## src/hdl/naes_fifo.sv

```systemverilog
// Small first-in first-out queue used between the block's parts.
`default_nettype none

module naes_fifo #(
  parameter int  DEPTH  = 2,
  parameter type data_t = logic
) (
  input  wire   clk,
  input  wire   rst,
  input  wire   push,
  output logic  full,
  input  data_t wdata,
  input  wire   pop,
  output logic  empty,
  output data_t rdata
);

  localparam int PW = $clog2(DEPTH);
  localparam int NW = $clog2(DEPTH + 1);

  data_t          slots [DEPTH];
  logic [PW-1:0]  wr_ptr;
  logic [PW-1:0]  rd_ptr;
  logic [NW-1:0]  fill;
  logic           do_push;
  logic           do_pop;

  assign full    = (fill == NW'(DEPTH));
  assign empty   = (fill == '0);
  assign do_push = push && !full;
  assign do_pop  = pop && !empty;
  assign rdata   = slots[rd_ptr];

  always_ff @(posedge clk) begin
    if (rst) begin
      wr_ptr <= '0;
      rd_ptr <= '0;
      fill   <= '0;
    end else begin
      if (do_push) begin
        wr_ptr <= (wr_ptr == PW'(DEPTH - 1)) ? '0 : wr_ptr + 1'b1;
      end
      if (do_pop) begin
        rd_ptr <= (rd_ptr == PW'(DEPTH - 1)) ? '0 : rd_ptr + 1'b1;
      end
      if (do_push && !do_pop) begin
        fill <= fill + 1'b1;
      end else if (do_pop && !do_push) begin
        fill <= fill - 1'b1;
      end
    end
  end

  always_ff @(posedge clk) begin
    if (do_push) begin
      slots[wr_ptr] <= wdata;
    end
  end

endmodule

`default_nettype wire

```

## config.mk

```make
export PLATFORM = sky130hd
export DESIGN_NAME = naes_fifo
export DESIGN_NICKNAME = d
export VERILOG_FILES = /design/src/hdl/naes_fifo.sv
export SDC_FILE = /design/constraint.sdc
export NUM_CORES = 1
export LEC_CHECK = 0
export BUFFER_PORTS_ARGS = -buffer_cell sky130_fd_sc_hd__buf_2
export CAP_MARGIN = 20
export CORE_AREA = 4 4 41 43
export CTS_CLUSTER_DIAMETER = 40
export DETAILED_ROUTE_END_ITERATION = 12
export DIE_AREA = 0 0 45 47
export PLACE_DENSITY = 0.46
export SLEW_MARGIN = 10
export SYNTH_ARGS = -nofsm -noshare
export SYNTH_HDL_FRONTEND = slang
export SYNTH_SLANG_ARGS = --single-unit
```

## constraint.sdc

```tcl
create_clock -name clk -period 3.07 [get_ports clk]
set_clock_uncertainty 0.05 [all_clocks]
set_input_delay 0.1535 -clock clk [delete_from_list [all_inputs] [get_ports clk]]
set_output_delay 0.1535 -clock clk [all_outputs]
set_load 0.02 [all_outputs]
```

==> flow_summary.toml <==
[pwr]
power_frac_clock_pct = 22.2
leakage_nw = 0.166
switchingPower_uw = 127
p_int_uw = 232
ir_worst_vdd_mv = 0.434
p_comb_share_pct = 38.1
seqPwrFrac_pct = 39.8
swShare_pct = 35.3
power_density_mw_per_mm2 = 972

[worst_setup_path]
slowest_delay_ns = 0.35
cp-start-kind = "flip-flop"
crit_type = "flip-flop to flip-flop"
required_ns = 3.20
cp-end-kind = "flip-flop"
rr_worst_depth = 4
critPathArrivalTime_ns = 1.69
path_cells = "o21ai_0 -> ha_1 -> or3_1 -> a21oi_1"
cpMaxStageDelayCell = "dfxtp_1"
critPathMaxFanout = 5

[route]
viasPerCell = 3.93
drc = 0
dr.pass1.iters = 3
wire_per_inst_um = 8.85
drtIter0Drc = 5
wirelength_um = 478
ant_nets = 0
num_vias = 212

[sta]
fmax_mhz = 639
final_max_slew_viol_count = 0
final_hold_viol_count = 0
tightestPinTransition_ns = 0.300
rsz0062_at_grt = "false"
slew-limit-headroom_pct = 79.8
finalCritPeriodShare_pct = 51.0
min_period_ns = 1.56
tns_ns = 0
worst_slack_ns = 1.51
finalSetupViolations = 0

[cts]
cts_setup_buffers = 0
clk_latency_ns = 0.24
clk_pin_slew_ns = 0.05
htree_levels = 1
cts_buffer_depth = 2
cts_resized = 0
cts_root_buffer = "clkbuf_4"
cts_sinks = 7
hold_buffers = 0
numCtsBuffers = 3
cts_tree = "yes"

[hold_path]
holdCritPathClass = "primary input to flip-flop"
hold_depth = 1

[global_routing]
grt_util_all_layers_pct = 6.04
grt_pass1_wl_um = 786
overflow = 0
grt_pass1_vias = 196
grt_max_degree = 6
grt_antenna_before_repair = 0

[finish]
diodes = 0
synthToLayoutAreaGrowth_pct = 27.7
drive_gt1_share_pct = 30.8
layout.nets = 46

[yosys]
synth_edf_count = 2
ys_seq_area_share_pct = 55.4
synthCells = 28
syn_nets = 34
ys_warn_count = 0
yosys-top-cells-area = "dfxtp_1, edfxtp_1, xor2_1, nor2_1, o21ai_0"
synth_top_area_share_pct = 34.6
synth-main-ff-cell = "dfxtp_1"
synth_area_per_cell_um2 = 10.3
yosys.area.top_type = "dfxtp_1"
ys_ff_latch = 7
synth_common_cells = "dfxtp_1, nor2_1, o21ai_0, xor2_1"
synth_area_um2 = 289
synth_cell_types = 12
async_flop_share_pct = 0

[placed_design]
place_congestion = 0.615
portBuffers = 7
pre_cts_ws_ns = 1.50

[floorplan]
initial_core_util_pct = 22.2
dieArea_mm2 = 0.00212
dieWidth_um = 45
ioPinCount = 8
core_mm2 = 0.00130
rows = 13
die_h_um = 47

[run]
drv_cap = 0

[outcome]
status = "finished clean"
==> area by class of cell <==
| cell class | count | area [µm²] |
|---|---|---|
| clock buffers | 4 | 26.3 |
| fillers | 144 | 932 |
| inverters | 2 | 7.51 |
| multi-input cells | 19 | 121 |
| flip-flops and latches | 7 | 160 |
| well taps | 15 | 18.8 |
| repair buffers | 7 | 35.0 |
==> cell families (layout without fill, tap and decap cells) <==
| family | count (synthesis) | count (layout) | synth area share (%) |
|---|---|---|---|
| simple gates | 9 | 9 | 16.0 |
| flops | 7 | 7 | 55.4 |
| compound gates | 5 | 5 | 8.66 |
| xor+xnor | 3 | 3 | 9.09 |
| buf+inv | 2 | 13 | 2.60 |
| fa+ha+maj | 1 | 1 | 4.33 |
| mux | 1 | 1 | 3.90 |
==> worst paths after layout <==
check / start / to / slack [ns]
worst max-delay path: fill[0] / fill[1] / 1.51
worst min-delay path: wdata / slots[1] / 0.05
worst max register to register: fill[0] / fill[1] / 1.51
worst min register to register: wr_ptr / wr_ptr / 0.43
==> critical path, delay by kind of cell (launching register included) <==
family / cells / cell delay (ns)
compound gates: 2 / 0.43
fa+ha+maj: 1 / 0.32
flops: 1 / 0.35
simple gates: 1 / 0.35
==> stage by stage <==
step | cells | instance area (µm²) | hold WS (ns) | power, mW | util [%]
after CTS | 54 | 369 | 0.0460 | 0.368 | 28.4
after detailed placement | 50 | 343 | 0.302 | 0.282 | 26.3
after floorplan | 28 | 289 | 0.173 | 0.246 | -
final | 54 | 369 | 0.0542 | 0.359 | 28.4
after global placement | 50 | 343 | 0.297 | 0.277 | 26.3
after global routing | 54 | 369 | 0.0324 | 0.395 | 28.4
==> layer usage <==
layer  vias to the layer above  track usage, %  part of all wire (%)
met5                         -               0                     0
met4                         0            3.51                     0
met3                         0            7.28                    16
met2                        10            8.19                    46
met1                        85            5.08                    38
li1                        117               -                     -
==> layout by cell type, fill, tap and decap left out, drive strengths merged <==
master,instances
nor2b,1
ha,1
dfxtp,5
xor2,3
nor2,5
buf,7
edfxtp,2
o21ai,3
mux2,1
a21oi,2
inv,2
and2,1
or3,2
clkbuf,4
==> power groups by stage <==
stage | combinational (mW) | sequential, mW | clock (mW)
floorplan | 0.104 | 0.141 | 0
global placement | 0.132 | 0.144 | 0
detailed placement | 0.138 | 0.145 | 0
CTS | 0.140 | 0.143 | 0.0851
global route | 0.154 | 0.147 | 0.0944
finish | 0.137 | 0.143 | 0.0795
Power figures use the tool's default switching activity.
