<file path="src/hdl/naes_pkg.sv">
// Shared types and command codes for the nearest alive entry search block.
`default_nettype none

package naes_pkg;

  // Command codes as they arrive on the command port.
  localparam logic [1:0] CMD_CLEAR  = 2'd0;
  localparam logic [1:0] CMD_INSERT = 2'd1;
  localparam logic [1:0] CMD_QUERY  = 2'd2;

  // Width of the fixed request and result fields.
  localparam int ID_BITS     = 16;
  localparam int FIELD_BITS  = 16;
  localparam int RADIUS2_BITS = 2 * FIELD_BITS;

  // Classified request kind, produced by the front part.
  typedef enum logic [1:0] {
    K_CLEAR,
    K_INSERT,
    K_QUERY,
    K_NOP
  } kind_t;

  // Back part sequencer states.
  typedef enum logic [1:0] {
    B_IDLE,
    B_SCAN,
    B_FINISH
  } back_state_t;

  // One classified request as it travels from the front to the back part.
  typedef struct packed {
    kind_t                         kind;
    logic [ID_BITS-1:0]            entry_id;
    logic signed [FIELD_BITS-1:0]  pos_x;
    logic signed [FIELD_BITS-1:0]  pos_y;
    logic                          is_alive;
    logic [RADIUS2_BITS-1:0]       radius2;
  } cmd_t;

  // One result item.
  typedef struct packed {
    logic               found;
    logic [ID_BITS-1:0] nearest_id;
    logic               table_full;
  } res_t;

endpackage

`default_nettype wire

</file>
<file path="src/hdl/naes_front.sv">
// Front part: takes requests, classifies the command and squares the radius.
`default_nettype none

module naes_front #(
  parameter int POS_BITS = 16
) (
  input  wire                                   clk,
  input  wire                                   rst,
  input  wire                                   push,
  output logic                                  full,
  input  wire [1:0]                             command,
  input  wire [naes_pkg::ID_BITS-1:0]           entry_id,
  input  wire signed [naes_pkg::FIELD_BITS-1:0] pos_x,
  input  wire signed [naes_pkg::FIELD_BITS-1:0] pos_y,
  input  wire                                   is_alive,
  input  wire [naes_pkg::FIELD_BITS-1:0]        max_distance,
  output logic                                  out_valid,
  input  wire                                   out_ready,
  output naes_pkg::cmd_t                        out_cmd
);

  localparam int EXT = naes_pkg::FIELD_BITS - POS_BITS;

  logic                 valid;
  logic                 valid_next;
  logic                 accept;
  naes_pkg::kind_t      kind_dec;
  naes_pkg::cmd_t       cmd_dec;

  assign full      = valid && !out_ready;
  assign accept    = push && !full;
  assign out_valid = valid;

  always_comb begin
    unique case (command)
      naes_pkg::CMD_CLEAR:  kind_dec = naes_pkg::K_CLEAR;
      naes_pkg::CMD_INSERT: kind_dec = naes_pkg::K_INSERT;
      naes_pkg::CMD_QUERY:  kind_dec = naes_pkg::K_QUERY;
      default:              kind_dec = naes_pkg::K_NOP;
    endcase
  end

  // Coordinates keep their low POS_BITS bits, read as two's complement.
  always_comb begin
    cmd_dec.kind     = kind_dec;
    cmd_dec.entry_id = entry_id;
    cmd_dec.pos_x    = (pos_x <<< EXT) >>> EXT;
    cmd_dec.pos_y    = (pos_y <<< EXT) >>> EXT;
    cmd_dec.is_alive = is_alive;
    cmd_dec.radius2  = naes_pkg::RADIUS2_BITS'(max_distance)
                     * naes_pkg::RADIUS2_BITS'(max_distance);
  end

  always_comb begin
    if (accept) begin
      valid_next = 1'b1;
    end else if (out_ready) begin
      valid_next = 1'b0;
    end else begin
      valid_next = valid;
    end
  end

  always_ff @(posedge clk) begin
    if (rst) begin
      valid <= 1'b0;
    end else begin
      valid <= valid_next;
    end
  end

  always_ff @(posedge clk) begin
    if (accept) begin
      out_cmd <= cmd_dec;
    end
  end

endmodule

`default_nettype wire

</file>
<file path="config.mk">
export PLATFORM = sky130hd
export DESIGN_NAME = naes_front
export DESIGN_NICKNAME = d
export VERILOG_FILES = /design/src/hdl/naes_pkg.sv /design/src/hdl/naes_front.sv
export SDC_FILE = /design/constraint.sdc
export NUM_CORES = 1
export LEC_CHECK = 0
export BUFFER_PORTS_ARGS = -buffer_cell sky130_fd_sc_hd__buf_2
export CAP_MARGIN = 20
export CELL_PAD_IN_SITES_DETAIL_PLACEMENT = 1
export CELL_PAD_IN_SITES_GLOBAL_PLACEMENT = 1
export CORE_MARGIN = 2
export CORE_UTILIZATION = 24
export DETAILED_ROUTE_END_ITERATION = 8
export HOLD_SLACK_MARGIN = 0.03
export PLACE_DENSITY = 0.53
export SLEW_MARGIN = 20
export SYNTH_ARGS = -nofsm -noshare
export SYNTH_HDL_FRONTEND = slang
export SYNTH_SLANG_ARGS = --single-unit
</file>
<file path="constraint.sdc">
create_clock -name clk -period 16.05 [get_ports clk]
set_input_delay 2.4075 -clock clk [delete_from_list [all_inputs] [get_ports clk]]
set_output_delay 2.4075 -clock clk [all_outputs]
set_load 0.02 [all_outputs]
</file>
==> flow_summary.ini <==
[synthesis]
yosys_warnings = 0
synthTopCellsByArea = fa_1, edfxtp_1, ha_1, inv_1, nand2_1
synth_cell_types = 53
synth_edf_count = 82
synth_async_sr_flop_share_pct = 0
synth_top_cell_by_area = fa_1
ys_top_cells_by_count = inv_1, fa_1, ha_1, nand2_1, edfxtp_1
synth_top_flop_cell = edfxtp_1
synth_top_area_share_pct = 32.1
ys_ff_latch = 83
syn_area_um2 = 10100
synth.yosys.seq_area_share_pct = 24.6
synth.avg_cell_area_um2 = 10.3
syn_nets = 1317
yosysMostFrequentCell = inv_1
synthCells = 982

[run_status]
status = finished clean

[finish]
layout-drive-gt1-share_pct = 16.6
final_nets = 1452
seq_area_um2 = 2480
multiInputGateArea_um2 = 6540
final_area_um2 = 11700
syn_to_final_growth_pct = 16.0
fillers = 4806
postLayoutCoreUtil_pct = 28.1
finalNonFillerCells = 1661
insertedDiodeCount = 0

[clocking]
clock-root-buffer = clkbuf_16
cts_sinks = 83
cts_buffer_depth = 2
cts_tree = built
hold_buffers = 0
cts_buffers = 9
cts_max_level = 3
cts_setup_buffers = 0
path_clk_slew_ns = 0.07
clk_latency_ns = 0.33
cts_resized = 0

[place]
dpl.cell_count = 1645
gp_congestion = 0.759
place_area_um2 = 11400
hpwlAfterDp_um = 23400
numPortBuffers = 154

[setup_path]
criticalPathCategory = input port to register
required_ns = 16.14
crit_fanout = 11
endpoint_kind = register
rr_startpoint = out_valid
rr_worst_depth = 3
critPathArrivalTime_ns = 8.02
r2r_slack_ns = 14.20
cp-start-kind = input port
cp-startpoint = max_distance[12]

[min_path]
min_path_cells = 3
hp-start = out_valid
hold_path_class = register to register

[timing]
finalMaxSlewViolations = 0
relSlewSlack_pct = 27.3
hold_viol = 0
period_minus_slack_ns = 7.93
fmax_mhz = 126
rsz0062_at_grt = no
tightest_slew_ns = 1.09
fin_crit_sh_pct = 49.4
setup-violations-final = 0
setup_tns_ns = 0
finClkSkew_ns = 0.00691

[global_routing]
antenna_found_initial = 0
grt_pass1_vias = 8117
grt_remaining_overflow = 0
grtUsageTotal_pct = 13.1
grt_max_degree = 83
grt_pass1_wl_um = 44800

[die]
fp.dieArea_um2 = 43800
rows = 75
fp.dieW_um = 209
num_io_pins = 156
dieHeight_um = 209
initial_core_util_pct = 24.2
core_area_um2 = 41800

[detailed_routing]
vias_per_cell = 4.25
wl_um = 27900
ant_nets = 0
vias = 7054
first_iter_violations = 246
drc_errors = 0
drtPass1Iterations = 4
wl_per_cell_um = 16.8

[flow_run]
cap_violations = 0
critical path, cell delays in order:
cell and delay [ns]:
buf_2 0.29, inv_1 0.30, nor2_1 0.27, ha_1 0.29, xor2_1 0.19, fa_1 0.54
inv_1 0.05, fa_1 0.48, fa_1 0.46, fa_1 0.51, inv_1 0.05, fa_1 0.47
inv_1 0.04, ha_1 0.42, a21oi_4 0.23, o21ai_2 0.08, a311o_1 0.43, a211oi_2 0.23
mux2i_1 0.22, nor2_1 0.06
cell families after synthesis:
group	count (synthesis)	share of synthesized area, %
flops	83	24.6
other cells	1	0.0371
simple gates	208	9.65
compound gates	103	6.81
buf+inv	284	10.8
xor+xnor	37	3.21
fa+ha+maj	264	44.7
mux	2	0.210
metrics by stage:
step	hold slack [ns]	worst slack [ns]
floorplan	0.772	8.26
global placement	0.629	7.80
detailed placement	0.659	7.73
CTS	0.670	8.08
global route	0.708	7.87
finish	0.669	8.12
layout make-up:
class / count / area share, %
well taps: 539 / 5.75
clock inverters: 7 / 0.608
flip-flops and latches: 83 / 21.2
inverters: 253 / 8.10
clock buffers: 9 / 1.92
multi-input cells: 615 / 55.8
repair buffers: 155 / 6.64
placed cells by master, fill, tap and decap left out, types with 5 or more instances in the layout:
master | synthesis | final
inv_1 | 253 | 253
fa_1 | 162 | 162
buf_2 | 3 | 154
ha_1 | 102 | 102
nand2_1 | 98 | 98
edfxtp_1 | 82 | 82
and2_1 | 36 | 36
nor2_1 | 32 | 32
a21oi_1 | 32 | 32
xnor2_1 | 26 | 26
o21ai_0 | 14 | 14
xor2_1 | 11 | 11
and3_1 | 10 | 10
clkbuf_16 | 0 | 9
nand3_1 | 8 | 8
a21o_1 | 8 | 8
nor2b_1 | 8 | 7
o21bai_1 | 6 | 6
a31oi_1 | 5 | 5
per-layer routing:
metal	track usage, %	share of wire, %	wire length [µm]	up-vias
met5	0	0	0	-
met4	2.02	0.67	186	0
met3	1.46	3.4	958	10
met2	23.0	48	13400	154
met1	17.8	48	13400	3570
li1	-	-	-	3320
sequential cells by signal (all words and copies together), names as in the netlist:
name       count
out_valid      1
out_cmd       82
worst paths after layout:
kind,to
worst max-delay path,out_cmd[31]
worst max register to register,out_cmd[62]
worst min register to register,out_valid
worst min-delay path,out_valid
Power is left out: the tool's default activity adds up to more than one toggle a clock period on the data nets, which glitch-free logic cannot reach.
