--- src/hdl/naes_pkg.sv ---
// Shared types and command codes for the nearest alive entry search block.
`default_nettype none

package naes_pkg;

  // Command codes as they arrive on the command port.
  localparam logic [1:0] CMD_CLEAR  = 2'd0;
  localparam logic [1:0] CMD_INSERT = 2'd1;
  localparam logic [1:0] CMD_QUERY  = 2'd2;

  // Width of the fixed request and result fields.
  localparam int ID_BITS     = 16;
  localparam int FIELD_BITS  = 16;
  localparam int RADIUS2_BITS = 2 * FIELD_BITS;

  // Classified request kind, produced by the front part.
  typedef enum logic [1:0] {
    K_CLEAR,
    K_INSERT,
    K_QUERY,
    K_NOP
  } kind_t;

  // Back part sequencer states.
  typedef enum logic [1:0] {
    B_IDLE,
    B_SCAN,
    B_FINISH
  } back_state_t;

  // One classified request as it travels from the front to the back part.
  typedef struct packed {
    kind_t                         kind;
    logic [ID_BITS-1:0]            entry_id;
    logic signed [FIELD_BITS-1:0]  pos_x;
    logic signed [FIELD_BITS-1:0]  pos_y;
    logic                          is_alive;
    logic [RADIUS2_BITS-1:0]       radius2;
  } cmd_t;

  // One result item.
  typedef struct packed {
    logic               found;
    logic [ID_BITS-1:0] nearest_id;
    logic               table_full;
  } res_t;

endpackage

`default_nettype wire

--- src/hdl/naes_back.sv ---
// Back part: entry table memory, scan sequencer and distance pipeline.
`default_nettype none

module naes_back #(
  parameter int TABLE_DEPTH = 64,
  parameter int POS_BITS    = 16
) (
  input  wire              clk,
  input  wire              rst,
  input  wire              cmd_empty,
  output logic             cmd_pop,
  input  naes_pkg::cmd_t   cmd_in,
  input  wire              res_full,
  output logic             res_push,
  output naes_pkg::res_t   res_out
);

  localparam int AW   = $clog2(TABLE_DEPTH);
  localparam int CW   = $clog2(TABLE_DEPTH + 1);
  localparam int IDW  = naes_pkg::ID_BITS;
  localparam int WW   = IDW + 2 * POS_BITS + 1;
  localparam int SQW  = 2 * POS_BITS;
  localparam int D2W  = SQW + 1;
  localparam int CMPW = naes_pkg::RADIUS2_BITS + 1;

  // Word layout: alive, y, x, id from the top bit down.
  localparam int X_LO = IDW;
  localparam int Y_LO = IDW + POS_BITS;
  localparam int A_BIT = IDW + 2 * POS_BITS;

  naes_pkg::back_state_t state;
  naes_pkg::back_state_t state_next;
  naes_pkg::cmd_t        cur;

  logic [WW-1:0]  entry_mem [TABLE_DEPTH];
  logic [WW-1:0]  rd_data;
  logic [CW-1:0]  count;
  logic [CW-1:0]  issue_ptr;
  logic           issue;
  logic           wr_en;
  logic [AW-1:0]  wr_addr;
  logic [WW-1:0]  wr_word;

  logic           hit_found;
  logic [AW-1:0]  hit_idx;

  logic                 s1_valid;
  logic [AW-1:0]        s1_addr;
  logic                 s2_valid;
  logic [IDW-1:0]       s2_id;
  logic [POS_BITS-1:0]  s2_dx;
  logic [POS_BITS-1:0]  s2_dy;
  logic                 s3_valid;
  logic [IDW-1:0]       s3_id;
  logic [SQW-1:0]       s3_dxx;
  logic [SQW-1:0]       s3_dyy;
  logic                 s4_valid;
  logic [IDW-1:0]       s4_id;
  logic [D2W-1:0]       s4_d2;

  logic                 best_found;
  logic [D2W-1:0]       best_d2;
  logic [IDW-1:0]       best_id;

  logic [IDW-1:0]       rd_id;
  logic [POS_BITS-1:0]  rd_x;
  logic [POS_BITS-1:0]  rd_y;
  logic                 rd_alive;
  logic [POS_BITS:0]    diff_x;
  logic [POS_BITS:0]    diff_y;
  logic [POS_BITS:0]    abs_x;
  logic [POS_BITS:0]    abs_y;
  logic                 pipe_busy;
  logic                 in_range;
  logic                 better;
  logic                 room;

  assign rd_id    = rd_data[IDW-1:0];
  assign rd_x     = rd_data[X_LO +: POS_BITS];
  assign rd_y     = rd_data[Y_LO +: POS_BITS];
  assign rd_alive = rd_data[A_BIT];

  // Signed differences one bit wider than a coordinate; the magnitude always
  // fits POS_BITS bits, so no entry is ever out of reach for being too far.
  assign diff_x = {rd_x[POS_BITS-1], rd_x}
                - {cur.pos_x[POS_BITS-1], cur.pos_x[POS_BITS-1:0]};
  assign diff_y = {rd_y[POS_BITS-1], rd_y}
                - {cur.pos_y[POS_BITS-1], cur.pos_y[POS_BITS-1:0]};
  assign abs_x  = diff_x[POS_BITS] ? -diff_x : diff_x;
  assign abs_y  = diff_y[POS_BITS] ? -diff_y : diff_y;

  assign pipe_busy = s1_valid || s2_valid || s3_valid || s4_valid;
  assign room      = (count < CW'(TABLE_DEPTH));

  assign in_range = (CMPW'(s4_d2) <= CMPW'(cur.radius2));
  assign better   = !best_found || (s4_d2 < best_d2)
                 || ((s4_d2 == best_d2) && (s4_id > best_id));

  // Next state.
  always_comb begin
    state_next = state;
    unique case (state)
      naes_pkg::B_IDLE: begin
        if (!cmd_empty) begin
          if (cmd_in.kind == naes_pkg::K_INSERT || cmd_in.kind == naes_pkg::K_QUERY) begin
            state_next = naes_pkg::B_SCAN;
          end else begin
            state_next = naes_pkg::B_FINISH;
          end
        end
      end
      naes_pkg::B_SCAN: begin
        if (!issue && !pipe_busy) begin
          state_next = naes_pkg::B_FINISH;
        end
      end
      naes_pkg::B_FINISH: begin
        if (!res_full) begin
          state_next = naes_pkg::B_IDLE;
        end
      end
      default: state_next = naes_pkg::B_IDLE;
    endcase
  end

  // Sequencer outputs.
  always_comb begin
    cmd_pop  = 1'b0;
    res_push = 1'b0;
    issue    = 1'b0;
    unique case (state)
      naes_pkg::B_IDLE:   cmd_pop  = !cmd_empty;
      naes_pkg::B_SCAN:   issue    = (issue_ptr < count);
      naes_pkg::B_FINISH: res_push = !res_full;
      default: ;
    endcase
  end

  always_comb begin
    res_out.found      = (cur.kind == naes_pkg::K_QUERY) && best_found;
    res_out.nearest_id = res_out.found ? best_id : '0;
    res_out.table_full = (cur.kind == naes_pkg::K_INSERT) && !hit_found && !room;
  end

  assign wr_en   = res_push && (cur.kind == naes_pkg::K_INSERT) && (hit_found || room);
  assign wr_addr = hit_found ? hit_idx : count[AW-1:0];
  assign wr_word = {cur.is_alive, cur.pos_y[POS_BITS-1:0], cur.pos_x[POS_BITS-1:0],
                    cur.entry_id};

  always_ff @(posedge clk) begin
    if (wr_en) begin
      entry_mem[wr_addr] <= wr_word;
    end
    if (issue) begin
      rd_data <= entry_mem[issue_ptr[AW-1:0]];
    end
  end

  // Control state.
  always_ff @(posedge clk) begin
    if (rst) begin
      state      <= naes_pkg::B_IDLE;
      count      <= '0;
      issue_ptr  <= '0;
      hit_found  <= 1'b0;
      best_found <= 1'b0;
      s1_valid   <= 1'b0;
      s2_valid   <= 1'b0;
      s3_valid   <= 1'b0;
      s4_valid   <= 1'b0;
    end else begin
      state    <= state_next;
      s1_valid <= issue;
      s2_valid <= s1_valid && rd_alive && (cur.kind == naes_pkg::K_QUERY);
      s3_valid <= s2_valid;
      s4_valid <= s3_valid;
      if (cmd_pop) begin
        issue_ptr  <= '0;
        hit_found  <= 1'b0;
        best_found <= 1'b0;
      end else begin
        if (issue) begin
          issue_ptr <= issue_ptr + 1'b1;
        end
        if (s1_valid && (cur.kind == naes_pkg::K_INSERT) && !hit_found
            && (rd_id == cur.entry_id)) begin
          hit_found <= 1'b1;
        end
        if (s4_valid && in_range && better) begin
          best_found <= 1'b1;
        end
      end
      if (res_push) begin
        if (cur.kind == naes_pkg::K_CLEAR) begin
          count <= '0;
        end else if (cur.kind == naes_pkg::K_INSERT && !hit_found && room) begin
          count <= count + 1'b1;
        end
      end
    end
  end

  // Payload registers.
  always_ff @(posedge clk) begin
    if (cmd_pop) begin
      cur <= cmd_in;
    end
    if (s1_valid && !hit_found && (rd_id == cur.entry_id)) begin
      hit_idx <= s1_addr;
    end
    if (issue) begin
      s1_addr <= issue_ptr[AW-1:0];
    end
    s2_id  <= rd_id;
    s2_dx  <= abs_x[POS_BITS-1:0];
    s2_dy  <= abs_y[POS_BITS-1:0];
    s3_id  <= s2_id;
    s3_dxx <= SQW'(s2_dx) * SQW'(s2_dx);
    s3_dyy <= SQW'(s2_dy) * SQW'(s2_dy);
    s4_id  <= s3_id;
    s4_d2  <= D2W'(s3_dxx) + D2W'(s3_dyy);
    if (s4_valid && in_range && better) begin
      best_d2 <= s4_d2;
      best_id <= s4_id;
    end
  end

  a_count_bounded: assert property (@(posedge clk) disable iff (rst)
    count <= CW'(TABLE_DEPTH))
    else $error("entry count beyond table depth");

  a_issue_within_fill: assert property (@(posedge clk) disable iff (rst)
    issue_ptr <= count)
    else $error("scan pointer passed the filled part of the table");

  a_full_only_when_filled: assert property (@(posedge clk) disable iff (rst)
    (res_push && res_out.table_full) |-> (count == CW'(TABLE_DEPTH)))
    else $error("table reported full while room remains");

  a_clear_empties: assert property (@(posedge clk) disable iff (rst)
    (res_push && cur.kind == naes_pkg::K_CLEAR) |=> (count == '0))
    else $error("clear did not empty the table");

  a_scan_pipe_idle: assert property (@(posedge clk) disable iff (rst)
    (state == naes_pkg::B_IDLE) |-> !(s2_valid || s3_valid || s4_valid))
    else $error("distance pipeline busy outside a scan");

endmodule

`default_nettype wire

--- config.mk ---
export PLATFORM = sky130hd
export DESIGN_NAME = naes_back
export DESIGN_NICKNAME = d
export VERILOG_FILES = /design/src/hdl/naes_pkg.sv /design/src/hdl/naes_back.sv
export SDC_FILE = /design/constraint.sdc
export NUM_CORES = 2
export LEC_CHECK = 0
export BUFFER_PORTS_ARGS = -buffer_cell sky130_fd_sc_hd__buf_2
export CORE_ASPECT_RATIO = 0.7
export CORE_MARGIN = 8
export CORE_UTILIZATION = 40
export DETAILED_ROUTE_END_ITERATION = 8
export MAX_ROUTING_LAYER = met4
export PLACE_DENSITY = 0.56
export SETUP_SLACK_MARGIN = 0.05
export SKIP_LAST_GASP = 1
export SLEW_MARGIN = 5
export SYNTH_ARGS = -nofsm -noshare
export SYNTH_HDL_FRONTEND = slang
export SYNTH_SLANG_ARGS = --single-unit
--- constraint.sdc ---
create_clock -name clk -period 23.2 [get_ports clk]
set_input_delay 2.32 -clock clk [delete_from_list [all_inputs] [get_ports clk]]
set_output_delay 2.32 -clock clk [all_outputs]
set_load 0.005 [all_outputs]
==> impl_metrics.sql <==
INSERT INTO impl_metrics (metric_group, metric, value, unit) VALUES
('timing', 'worst-slew-pin-transition', '1.20', 'ns'),
('cts', 'cts_root_buffer', 'sky130_fd_sc_hd__clkbuf_16', ''),
('critical_path', 'timing.critical_path.arrival', '7.61', 'ns'),
('global_routing', 'globalRouteOverflowTotal', '0', ''),
('drt', 'detail_route.first_pass.iterations', '6', ''),
('timing', 'setup-violations-final', '0', ''),
('timing', 'max_freq', '0.146', 'GHz'),
('layout', 'drive_gt1_share', '23.5', '%'),
('cts', 'tritoncts', 'yes', ''),
('layout', 'flow.area_growth_from_synthesis', '12.2', '%'),
('timing', 'relSlewSlack', '20.0', '%'),
('global_routing', 'grt_pass1_wl', '593000', 'um'),
('global_routing', 'via_count_of_the_first_global_routing_pass', '75600', ''),
('global_routing', 'grt_start_max_net_pins', '143', ''),
('cts', 'cts-buffers-inserted', '340', ''),
('cts', 'max_h_tree_level', '5', ''),
('synth', 'synthesis.area', '150000', 'um2'),
('place', 'dpl.hpwl', '241000', 'um'),
('global_routing', 'grt_use_total', '21.7', '%'),
('synth', 'mappedNetlistNets', '8262', ''),
('global_routing', 'antenna_found_initial', '32', ''),
('drt', 'drc', '0', ''),
('synth', 'synthXorXnorAreaFrac', '0.943', '%'),
('synth', 'dominant_combinational_cell_family_by_area_after_synthesis', 'multiplexers', ''),
('timing', 'unrepaired_setup_endpoints_after_global_routing', 'no', ''),
('critical_path', 'cp_slowest_cell', 'sky130_fd_sc_hd__dfxtp_1', ''),
('floorplanning', 'die_h', '528', 'um'),
('timing', 'fin_setup_tns', '0', 'ns'),
('synth', 'synth_cell_types', '74', ''),
('drt', 'postRouteAntennaNets', '0', ''),
('timing', 'fin_skew', '0.0468', 'ns'),
('cts', 'cts_post_setup_buffers_inserted', '0', ''),
('drt', 'post_drt_via_cell_ratio', '5.78', ''),
('floorplanning', 'io-pin-count', '107', ''),
('floorplanning', 'coreArea', '374000', 'um2'),
('synth', 'synth-compound-area-share', '1.89', '%'),
('timing', 'worst_slack', '16.34', 'ns'),
('cts', 'cts-root-to-sink-buffers', '4', ''),
('critical_path', 'worstSetupEndpointType', 'flop', ''),
('synth', 'synthesis.area_per_instance', '20.0', 'um2'),
('hold_path', 'timing.hold.worst.class', 'flop to flop', ''),
('critical_path', 'worst-endpoint-required', '23.95', 'ns'),
('run_status', 'outcome', 'finished clean', ''),
('cts', 'clk_transition_reported_paths', '0.06', 'ns'),
('job', 'max-cap-violations', '0', ''),
('timing', 'layout_worst_path_cycle_share', '29.6', '%'),
('layout', 'fillerInstances', '31600', ''),
('drt', '1st_iter_drt_viols', '10400', ''),
('drt', 'routed-via-count', '75600', ''),
('synth', 'cell_count_after_synthesis', '7491', ''),
('floorplanning', 'initial_core_util', '40.0', '%'),
('cts', 'numClockSinks', '3526', ''),
('cts', 'clock_insertion_delay_worst_skew', '0.92', 'ns'),
('synth', 'portion_of_the_post_synthesis_area_used_by_sequential_elements', '69.5', '%'),
('synth', 'synth_adder_area_share', '7.36', '%'),
('critical_path', 'r2r_cells', '20', ''),
('critical_path', 'timing_worst_setup_path_type', 'flop to flop', ''),
('critical_path', 'critical-path-top-cell-by-count', 'sky130_fd_sc_hd__fa_1', ''),
('place', 'port_buffer_count', '106', ''),
('cts', 'cts.repair.resized', '0', ''),
('drt', 'post_drt_wl_per_cell', '32.2', 'um'),
('synth', 'ys_seq_elements', '3526', ''),
('critical_path', 'startpoint_type', 'flop', ''),
('floorplanning', 'die-width', '747', 'um'),
('synth', 'muxShareOfSynthArea', '15.6', '%'),
('critical_path', 'timing.critical_path.cells', 'nand2_1 -> fa_1 -> inv_1 -> fa_1 -> fa_1 -> fa_1 -> fa_1 -> inv_1 -> fa_1 -> inv_1 -> ha_1 -> a2111oi_0 -> o21ai_0 -> a32oi_1 -> o21ai_0 -> o21ai_0 -> o21bai_1 -> a21oi_1 -> o21ai_0 -> xnor2_1', ''),
('timing', 'timing_hold_violations_final', '0', ''),
('synth', 'synth-simple-area-share', '2.41', '%'),
('critical_path', 'max_fo_critical_path', '18', ''),
('floorplanning', 'rows', '188', ''),
('synth', 'largest_cells_by_area_after_synthesis', 'sky130_fd_sc_hd__edfxtp_1 (67%), sky130_fd_sc_hd__mux4_2 (15%), sky130_fd_sc_hd__fa_1 (4.4%)', '');
==> final timing paths <==
path | start | endpoint | slack [ns]
max | s2_dy[4]$_DFF_P_ | s3_dyy[31]$_DFF_P_ | 16.34
min | s2_id[4]$_DFF_P_ | s3_id[4]$_DFF_P_ | 0.33
max reg2reg | s2_dy[4]$_DFF_P_ | s3_dyy[31]$_DFF_P_ | 16.34
min reg2reg | s2_id[4]$_DFF_P_ | s3_id[4]$_DFF_P_ | 0.33
==> synthesized netlist by cell type, types with 54 or more instances <==
library cell and instances:
sky130_fd_sc_hd__fa_1 326, sky130_fd_sc_hd__a21oi_1 106, sky130_fd_sc_hd__mux4_2 1029, sky130_fd_sc_hd__xnor2_1 107, sky130_fd_sc_hd__o21ai_0 71, sky130_fd_sc_hd__dfxtp_1 197, sky130_fd_sc_hd__edfxtp_1 3329, sky130_fd_sc_hd__clkbuf_1 212
sky130_fd_sc_hd__nand2_1 225, sky130_fd_sc_hd__a21o_1 84, sky130_fd_sc_hd__nor2_1 182, sky130_fd_sc_hd__ha_1 358, sky130_fd_sc_hd__inv_1 642, sky130_fd_sc_hd__xor2_1 54, sky130_fd_sc_hd__and2_1 111
==> logic make-up (layout without fill, tap and decap cells) <==
group	count (synthesis)	in the layout
XOR/XNOR	161	161
adder cells (fa/ha/maj)	684	684
AND/OR/NAND/NOR	734	734
flip-flops	3526	3526
other	0	7
multiplexers	1039	1039
buffers and inverters	925	1559
AO/OA/AOI/OAI	422	422
==> registers in the layout, indices dropped and copies added, names as in the netlist, 2 cells and up <==
name and cells:
count 7, s3_dyy 31, s2_dx 16, s3_dxx 31, best_id 16, hit_idx 6, s1_addr 6, issue_ptr 7
s2_dy 16, s4_d2 33, state 2, entry_mem 3136, s3_id 16, cur 83, rd_data 49, s4_id 16
best_d2 33, s2_id 16
==> per-stage QoR <==
| stage | instance area [um2] | std cells | hold WS, ns | util (%) |
|---|---|---|---|---|
| 2_1_floorplan | 150000 | 7491 | 0.310 | - |
| 3_3_place_gp | 157000 | 12500 | 0.314 | 42.1 |
| 3_5_place_dp | 157000 | 12500 | 0.312 | 42.1 |
| 4_1_cts | 168000 | 13100 | 0.328 | 44.9 |
| 5_1_grt | 168000 | 13100 | 0.331 | 44.9 |
| 6_report | 168000 | 13100 | 0.326 | 44.9 |
==> layer usage <==
metal	track usage (%)	up-vias	share of wire [%]
li1	-	30400	-
met1	32.7	41100	45
met2	31.2	3589	44
met3	3.54	534	9.0
met4	4.46	0	2.4
met5	-	-	0
==> critical path: cells and delay by family, from the launching register on <==
kind | cells | cell delay [ns]
fa+ha+maj | 7 | 3.37
flops | 1 | 0.97
buf+inv | 3 | 0.16
xor+xnor | 1 | 0.15
compound gates | 8 | 1.88
simple gates | 1 | 0.17
==> layout make-up <==
| cell class | instances | area [um2] | share of cell area (%) |
|---|---|---|---|
| clock buffers | 438 | 9190 | 5.48 |
| inverters | 642 | 2410 | 1.44 |
| well taps | 4940 | 6180 | 3.68 |
| diodes | 7 | 17.5 | 0.0104 |
| repair buffers | 317 | 2180 | 1.30 |
| flip-flops and latches | 3526 | 104000 | 61.9 |
| clock inverters | 162 | 1270 | 0.755 |
| multi-input cells | 3040 | 42600 | 25.4 |
Power is not shown: default switching activity piles up to over one toggle a cycle in this logic, so the estimate is an artifact.
